## config.mk

```make
export PLATFORM = sky130hd
export DESIGN_NAME = lcdc_ctrl
export DESIGN_NICKNAME = d
export VERILOG_FILES = /design/src/sv/lcdc_pkg.sv /design/src/sv/lcdc_ctrl.sv
export SDC_FILE = /design/constraint.sdc
export NUM_CORES = 1
export LEC_CHECK = 0
export BUFFER_PORTS_ARGS = -buffer_cell sky130_fd_sc_hd__buf_4
export CAP_MARGIN = 5
export CELL_PAD_IN_SITES_DETAIL_PLACEMENT = 0
export CELL_PAD_IN_SITES_GLOBAL_PLACEMENT = 1
export CORE_ASPECT_RATIO = 0.75
export CORE_MARGIN = 1
export CORE_UTILIZATION = 43
export DETAILED_ROUTE_END_ITERATION = 6
export PLACE_DENSITY_LB_ADDON = 0.15
export SKIP_CTS_REPAIR_TIMING = 1
export SLEW_MARGIN = 10
export SYNTH_ARGS = -nofsm -noshare
export SYNTH_HDL_FRONTEND = slang
export SYNTH_SLANG_ARGS = --single-unit
```

## constraint.sdc

```tcl
create_clock -name clk -period 5.2 [get_ports clk]
set_clock_uncertainty 0.2 [all_clocks]
set_input_delay 0.78 -clock clk [delete_from_list [all_inputs] [get_ports clk]]
set_output_delay 0.78 -clock clk [all_outputs]
set_load 0.02 [all_outputs]
```

## src/sv/lcdc_pkg.sv

```systemverilog
// Shared types, codes and defaults for the graphic LCD controller core.
// Used by lcdc_ctrl, lcdc_mem and graphic_lcd_controller_core; no dependencies.
package lcdc_pkg;

  // Default display memory geometry.
  localparam int PAGES_DEFAULT   = 8;
  localparam int COLUMNS_DEFAULT = 128;

  // Bus access kinds carried by the command field.
  typedef enum logic [1:0] {
    ACC_CMD_WR    = 2'd0,
    ACC_STATUS_RD = 2'd1,
    ACC_DATA_WR   = 2'd2,
    ACC_DATA_RD   = 2'd3
  } access_t;

  // Command byte codes; ranges are given by their first and last code.
  localparam logic [7:0] CMD_COL_LOW         = 8'h00;
  localparam logic [7:0] CMD_COL_LOW_LAST    = 8'h0F;
  localparam logic [7:0] CMD_COL_HIGH        = 8'h10;
  localparam logic [7:0] CMD_COL_HIGH_LAST   = 8'h1F;
  localparam logic [7:0] CMD_RES_RATIO       = 8'h20;
  localparam logic [7:0] CMD_RES_RATIO_LAST  = 8'h27;
  localparam logic [7:0] CMD_POWER           = 8'h28;
  localparam logic [7:0] CMD_POWER_LAST      = 8'h2F;
  localparam logic [7:0] CMD_START_LINE      = 8'h40;
  localparam logic [7:0] CMD_START_LINE_LAST = 8'h7F;
  localparam logic [7:0] CMD_VREF            = 8'h81;
  localparam logic [7:0] CMD_ADC_NORMAL      = 8'hA0;
  localparam logic [7:0] CMD_ADC_REVERSE     = 8'hA1;
  localparam logic [7:0] CMD_BIAS_LOW        = 8'hA2;
  localparam logic [7:0] CMD_BIAS_HIGH       = 8'hA3;
  localparam logic [7:0] CMD_ENTIRE_OFF      = 8'hA4;
  localparam logic [7:0] CMD_ENTIRE_ON       = 8'hA5;
  localparam logic [7:0] CMD_REVERSE_OFF     = 8'hA6;
  localparam logic [7:0] CMD_REVERSE_ON      = 8'hA7;
  localparam logic [7:0] CMD_IND_OFF         = 8'hAC;
  localparam logic [7:0] CMD_IND_ON          = 8'hAD;
  localparam logic [7:0] CMD_DISP_OFF        = 8'hAE;
  localparam logic [7:0] CMD_DISP_ON         = 8'hAF;
  localparam logic [7:0] CMD_PAGE            = 8'hB0;
  localparam logic [7:0] CMD_PAGE_LAST       = 8'hBF;
  localparam logic [7:0] CMD_COM_DIR         = 8'hC0;
  localparam logic [7:0] CMD_COM_DIR_LAST    = 8'hCF;
  localparam logic [7:0] CMD_RMW_START       = 8'hE0;
  localparam logic [7:0] CMD_RESET           = 8'hE2;
  localparam logic [7:0] CMD_RMW_END         = 8'hEE;

  // Last column value; the column pointer stops here.
  localparam logic [7:0] COLUMN_MAX = 8'hFF;

  // Display settings held by the controller.
  typedef struct packed {
    logic       display_on;
    logic       entire_on;
    logic       reverse_video;
    logic       adc_reverse;
    logic       com_reverse;
    logic [5:0] start_line;
    logic       bias_select;
    logic [2:0] power_control;
    logic [2:0] resistor_ratio;
    logic [5:0] ref_voltage;
    logic       indicator_on;
    logic [1:0] indicator_blink;
  } settings_t;

  localparam settings_t SETTINGS_RESET = '{
    display_on:      1'b0,
    entire_on:       1'b0,
    reverse_video:   1'b0,
    adc_reverse:     1'b0,
    com_reverse:     1'b0,
    start_line:      6'd0,
    bias_select:     1'b0,
    power_control:   3'd0,
    resistor_ratio:  3'd0,
    ref_voltage:     6'd32,
    indicator_on:    1'b0,
    indicator_blink: 2'd0
  };

  // Display memory request for one transaction.
  typedef struct packed {
    logic       wr;        // data write
    logic       rd;        // data read, reloads the latch
    logic       in_range;  // page and column inside the memory
    logic       clear;     // reset command clears the latch
    logic [7:0] wdata;
  } mem_req_t;

endpackage

```

## src/sv/lcdc_ctrl.sv

```systemverilog
// Command decoder and register file: pointers, pending argument, read-modify-write
// and display settings. Depends on lcdc_pkg.
module lcdc_ctrl
  import lcdc_pkg::*;
#(
  parameter int PAGES   = PAGES_DEFAULT,
  parameter int COLUMNS = COLUMNS_DEFAULT,
  parameter int ADDR_W  = $clog2(PAGES * COLUMNS)
) (
  input  logic              clk,
  input  logic              rst,
  input  logic              fire,
  input  logic [1:0]        command,
  input  logic [7:0]        bus_byte,
  output settings_t         settings,
  output mem_req_t          req,
  output logic [ADDR_W-1:0] addr
);

  typedef enum logic [1:0] {
    PEND_NONE,
    PEND_VREF,
    PEND_IND
  } pend_t;

  logic [3:0] page_ptr, page_ptr_next;
  logic [7:0] col_ptr, col_ptr_next;
  logic [7:0] saved_col, saved_col_next;
  logic       modify, modify_next;
  pend_t      pend, pend_next;
  settings_t  settings_next;
  logic [7:0] col_adv;
  logic       in_range;

  // Address of the current page and column.
  assign in_range = (page_ptr < 4'(PAGES)) && (col_ptr < 8'(COLUMNS));
  assign addr     = ADDR_W'(({8'd0, page_ptr} * 12'(COLUMNS)) + {4'd0, col_ptr});
  assign col_adv  = (col_ptr == COLUMN_MAX) ? col_ptr : col_ptr + 8'd1;

  // Next state for one transaction.
  always_comb begin
    page_ptr_next  = page_ptr;
    col_ptr_next   = col_ptr;
    saved_col_next = saved_col;
    modify_next    = modify;
    pend_next      = pend;
    settings_next  = settings;
    req            = '0;
    req.in_range   = in_range;
    req.wdata      = bus_byte;
    if (fire) begin
      unique case (access_t'(command))
        ACC_CMD_WR: begin
          if (pend == PEND_VREF) begin
            settings_next.ref_voltage = bus_byte[5:0];
            pend_next = PEND_NONE;
          end else if (pend == PEND_IND) begin
            settings_next.indicator_blink = bus_byte[1:0];
            pend_next = PEND_NONE;
          end else begin
            unique case (bus_byte) inside
              [CMD_COL_LOW:CMD_COL_LOW_LAST]: col_ptr_next = {col_ptr[7:4], bus_byte[3:0]};
              [CMD_COL_HIGH:CMD_COL_HIGH_LAST]: col_ptr_next = {bus_byte[3:0], col_ptr[3:0]};
              [CMD_RES_RATIO:CMD_RES_RATIO_LAST]: settings_next.resistor_ratio = bus_byte[2:0];
              [CMD_POWER:CMD_POWER_LAST]: settings_next.power_control = bus_byte[2:0];
              [CMD_START_LINE:CMD_START_LINE_LAST]: settings_next.start_line = bus_byte[5:0];
              CMD_VREF: pend_next = PEND_VREF;
              [CMD_ADC_NORMAL:CMD_ADC_REVERSE]: settings_next.adc_reverse = bus_byte[0];
              [CMD_BIAS_LOW:CMD_BIAS_HIGH]: settings_next.bias_select = bus_byte[0];
              [CMD_ENTIRE_OFF:CMD_ENTIRE_ON]: settings_next.entire_on = bus_byte[0];
              [CMD_REVERSE_OFF:CMD_REVERSE_ON]: settings_next.reverse_video = bus_byte[0];
              [CMD_IND_OFF:CMD_IND_ON]: begin
                settings_next.indicator_on = bus_byte[0];
                pend_next = PEND_IND;
              end
              [CMD_DISP_OFF:CMD_DISP_ON]: settings_next.display_on = bus_byte[0];
              [CMD_PAGE:CMD_PAGE_LAST]: page_ptr_next = bus_byte[3:0];
              [CMD_COM_DIR:CMD_COM_DIR_LAST]: settings_next.com_reverse = bus_byte[3];
              CMD_RMW_START: begin
                modify_next    = 1'b1;
                saved_col_next = col_ptr;
              end
              CMD_RMW_END: begin
                modify_next  = 1'b0;
                col_ptr_next = saved_col;
              end
              CMD_RESET: begin
                page_ptr_next  = '0;
                col_ptr_next   = '0;
                saved_col_next = '0;
                modify_next    = 1'b0;
                pend_next      = PEND_NONE;
                settings_next  = SETTINGS_RESET;
                req.clear      = 1'b1;
              end
              default: begin
              end
            endcase
          end
        end
        ACC_STATUS_RD: begin
        end
        ACC_DATA_WR: begin
          req.wr       = 1'b1;
          col_ptr_next = col_adv;
        end
        ACC_DATA_RD: begin
          req.rd = 1'b1;
          if (!modify) begin
            col_ptr_next = col_adv;
          end
        end
        default: begin
        end
      endcase
    end
  end

  // Register update.
  always_ff @(posedge clk) begin
    if (rst) begin
      page_ptr  <= '0;
      col_ptr   <= '0;
      saved_col <= '0;
      modify    <= 1'b0;
      pend      <= PEND_NONE;
      settings  <= SETTINGS_RESET;
    end else begin
      page_ptr  <= page_ptr_next;
      col_ptr   <= col_ptr_next;
      saved_col <= saved_col_next;
      modify    <= modify_next;
      pend      <= pend_next;
      settings  <= settings_next;
    end
  end

endmodule

```

Word-level counts from Yosys, hierarchy flattened

Cells that the tools add are included.

$add $sub $neg: 2
Magnitude comparators: 28
Equality and inequality tests: 17
Muxes and demuxes: 35
Bitwise operators: 2
Reductions and logical operators: 51

Operators with widths:

| cell                                                                              | count |
|---|---|
| 5-bit AND reduction                                                               | 13 |
| 8-bit >= comparator (second input constant)                                       | 8 |
| 8-bit less-or-equal comparator (second input constant)                            | 8 |
| 8-bit equality test (second input constant)                                       | 5 |
| 8-bit two-way mux                                                                 | 4 |
| 8-bit one-hot mux with 4 select lines                                             | 1 |
| 2-bit nonzero test                                                                | 15 |
| 8-bit one-hot mux with 3 select lines                                             | 1 |
| 8-bit by 6-bit >= comparator with 1-bit output (second input constant)            | 2 |
| 8-bit by 6-bit less-or-equal comparator with 1-bit output (second input constant) | 2 |
| 1-bit one-hot mux with 2 select lines                                             | 8 |
| 8-bit one-hot mux with 2 select lines                                             | 1 |
| 1-bit logical AND                                                                 | 14 |
| 7-bit AND reduction                                                               | 2 |
| 6-bit two-way mux                                                                 | 2 |
| 2-bit inequality test (second input constant)                                     | 6 |
| 3-bit one-hot mux with 2 select lines                                             | 2 |
| 6-bit one-hot mux with 2 select lines                                             | 1 |
| 10-bit by 8-bit adder with 10-bit output                                          | 1 |
| 2-bit two-way mux                                                                 | 5 |
| 8-bit by 1-bit adder with 8-bit output (second input constant)                    | 1 |
| 8-bit by 1-bit >= comparator with 1-bit output (second input constant)            | 1 |
| 8-bit by 5-bit >= comparator with 1-bit output (second input constant)            | 1 |
| 8-bit by 7-bit >= comparator with 1-bit output (second input constant)            | 1 |
| 19 further kinds                                                                  | 30 |

Flip-flop bits (word level): 50
Input bits: 13

Logic depth before layout (Yosys ltp)

Word-level depth: 6
Mapped depth: 9
Mapped depth without buffers: 7

Worst setup path after synthesis

OpenSTA, ideal clock, no wires.

Path type: input -> output
Start point: input port command[1]
End point: output port req[8] in the netlist's numbering
Arrival time: 1856 ps
Data required time: 4220 ps
Path slack: 2364 ps
Stages: 4
Path through: buf_2 > nor4_4 > and2_1 > and3_1

RTL lines:

| item               | line            | RTL |
|---|---|---|
| start: declaration | lcdc_ctrl.sv:13 | `input logic [1:0] command,` |
| end: declaration   | lcdc_ctrl.sv:16 | `output mem_req_t req,` |

==> results.sh <==
export IMPL_cts_sinks=50
export IMPL_grt_pass1_vias=2458
export IMPL_syn_avg_cell_area_um2=8.09
export IMPL_min_from="settings[9]"
export IMPL_core_um2=6380
export IMPL_finish_utilization=0.517
export IMPL_async_reset_ff_frac=0
export IMPL_firstDrtPassIters=5
export IMPL_hold_viol=0
export IMPL_yosys_area_share_simple=0.293
export IMPL_placed_cells=454
export IMPL_max_cap_violations=0
export IMPL_instances_no_fill=462
export IMPL_crit_path_end_kind="output port"
export IMPL_portBuffers=61
export IMPL_fillers=657
export IMPL_maxSlewHeadroom=0.462
export IMPL_final_common_cell="buf_4"
export IMPL_setup_viol=0
export IMPL_yosysWarnings=0
export IMPL_fin_crit_sh=0.621
export IMPL_worstSetupPathType="register to output port"
export IMPL_finalSetupTns_ns=0
export IMPL_start_util=0.450
export IMPL_routed_wl_mm=7.73
export IMPL_viasPerCell=5.86
export IMPL_startpoint="pend[1]"
export IMPL_grt_pass1_wl_mm=12.5
export IMPL_dr_total_vias=2708
export IMPL_synthesis_area_um2=2870
export IMPL_synth_top_family_by_area="simple AND/OR/NAND/NOR gates"
export IMPL_synth_seq_cells=50
export IMPL_h_tree_depth=2
export IMPL_dieArea_um2=7010
export IMPL_num_io_pins=62
export IMPL_drt_iter0_drc=181
export IMPL_critPathMaxStageDelay_ns=0.55
export IMPL_synthCells=355
export IMPL_grt_max_degree=53
export IMPL_yosysUniqueCellTypes=60
export IMPL_cp_arrival_ns=2.25
export IMPL_grt_remaining_overflow=0
export IMPL_numCtsBuffers=5
export IMPL_grt_usage=0.230
export IMPL_synth_compound_area_frac=0.183
export IMPL_area_growth_pct=15.0
export IMPL_wl_per_cell_um=16.7
export IMPL_power_mw=0.759
export IMPL_rsz0062_at_grt="false"
export IMPL_fin_nets=398
export IMPL_synth_nets=373
export IMPL_hp_class="register to register"
export IMPL_cts_tree="yes"
export IMPL_synthAdderAreaFrac=0.0218
export IMPL_finalWeightedCongestion=0.795
export IMPL_cp_start_kind="register"
export IMPL_synth_xor_xnor_area_share=0.00610
export IMPL_ys_flop_type="dfxtp_1"
export IMPL_cp_max_fo=11
export IMPL_die_width_um=96.3
export IMPL_crit_chain="inv_1, ha_1, nor4_4, and2_1, and3_1, buf_4"
export IMPL_clkLatencyLatePin_ns=0.30
export IMPL_drv_slew=0
export IMPL_design_area_um2=3300
export IMPL_synth_edf_count=0
export IMPL_slowest_stage="nor4_4"
export IMPL_worstReg2RegStart="pend[1]"
export IMPL_antenna_found_initial=0
export IMPL_clock_fmax_mhz=310
export IMPL_drt_antenna_violating_nets=0
export IMPL_cts_max_path_buffers=2
export IMPL_powerDensity_nw_per_um2=230
export IMPL_worstMarginPinSlew_ns=0.805
export IMPL_drc=0
export IMPL_synth_mux_area_frac=0.0523
export IMPL_run_status="completed"
export IMPL_die_h_um=72.8
export IMPL_clk_pin_slew_ns=0.09
export IMPL_drive_above_1_share=0.207
export IMPL_clockRootBuffer="clkbuf_8"
export IMPL_num_antenna_cells=0
export IMPL_dpl_cell_area_um2=3190
export IMPL_ys_seq_area_frac=0.349
export IMPL_cp_top_family="simple AND/OR/NAND/NOR gates"
export IMPL_min_period_ns=3.23
export IMPL_mostFrequentLayoutCells="buf_4 (61), dfxtp_1 (50), nor2_1 (35)"
export IMPL_path_buf_inv=2
export IMPL_ir_drop_mv=0.105
export IMPL_rows=25
export IMPL_required_ns=4.22
export IMPL_p_leak_nw=1.26
export IMPL_dp_hpwl_mm=5.33
==> stage by stage <==
step	setup slack, ns	hold WS, ns
final	1.97	0.259
after global routing	1.84	0.296
after CTS	1.96	0.264
after detailed placement	1.92	0.251
after global placement	1.97	0.242
after floorplan	2.36	0.238
==> worst min-delay path, delay by kind of cell, from the launching register on <==
family             cells  cell delay [ns]
AOI/OAI and AO/OA      1             0.05
DFF                    1             0.32
and+or+nand+nor        1             0.05
==> cells by family after synthesis <==
| family | Yosys count |
|---|---|
| and+or+nand+nor | 151 |
| AOI/OAI and AO/OA | 80 |
| buffers and inverters | 52 |
| DFF | 50 |
| muxes | 15 |
| adders and majority gates | 5 |
| xor gates and xnor gates | 2 |
==> layout make-up <==
cell class,instances,area [um^2],area share
clock buffer,6,72.6,0.0220
clock inverter,2,37.5,0.0114
inverter,9,33.8,0.0102
multi-input combinational,253,1600,0.484
sequential,50,1000,0.303
tap,81,101,0.0307
timing repair buffer,61,458,0.139
==> synth_stat cells (all sizes together), types with 3 or more instances <==
cell type	instances	area, um^2
clkbuf	20	75.1
and2	8	50.1
nand4	10	68.8
nand2b	5	31.3
nor3	7	40.0
o31ai	3	22.5
nor4b	5	80.1
o21ai	8	40.0
inv	9	33.8
nand4b	3	26.3
a31oi	6	37.5
nand2	34	128
a21oi	32	160
ha	5	62.6
buf	23	165
a211o	3	26.3
nor2	35	131
nand3b	3	22.5
and3	5	31.3
nand3	24	125
dfxtp	50	1000
mux2i	15	150
a22oi	3	22.5
o32ai	3	26.3
==> layer usage <==
layer,up-vias,wire (um),GRT usage
met5,-,0,0
met4,0,24,0.0474
met3,2,539,0.0396
met2,110,3210,0.331
met1,1282,3960,0.357
li1,1314,-,-
==> report_power, final <==
group,total (mW),internal [mW],switching (mW)
sequential,0.390,0.385,0.00414
clock,0.278,0.144,0.134
combinational,0.0915,0.0303,0.0612
total,0.759,0.559,0.199
==> final timing paths <==
path	slack, ns	end	cells after the start
setup / recovery	1.97	req[8]	6
hold / removal	0.26	settings[9]	2
hold reg to reg	0.26	settings[9]	2
setup reg to reg	2.17	page_ptr[3]	7
==> sequential cells by signal, summed over array words and instances, names as in the netlist <==
name,cells
page_ptr,4
modify,1
col_ptr,8
pend,2
settings,27
saved_col,8
No activity file was read; power rests on OpenSTA's default activity.
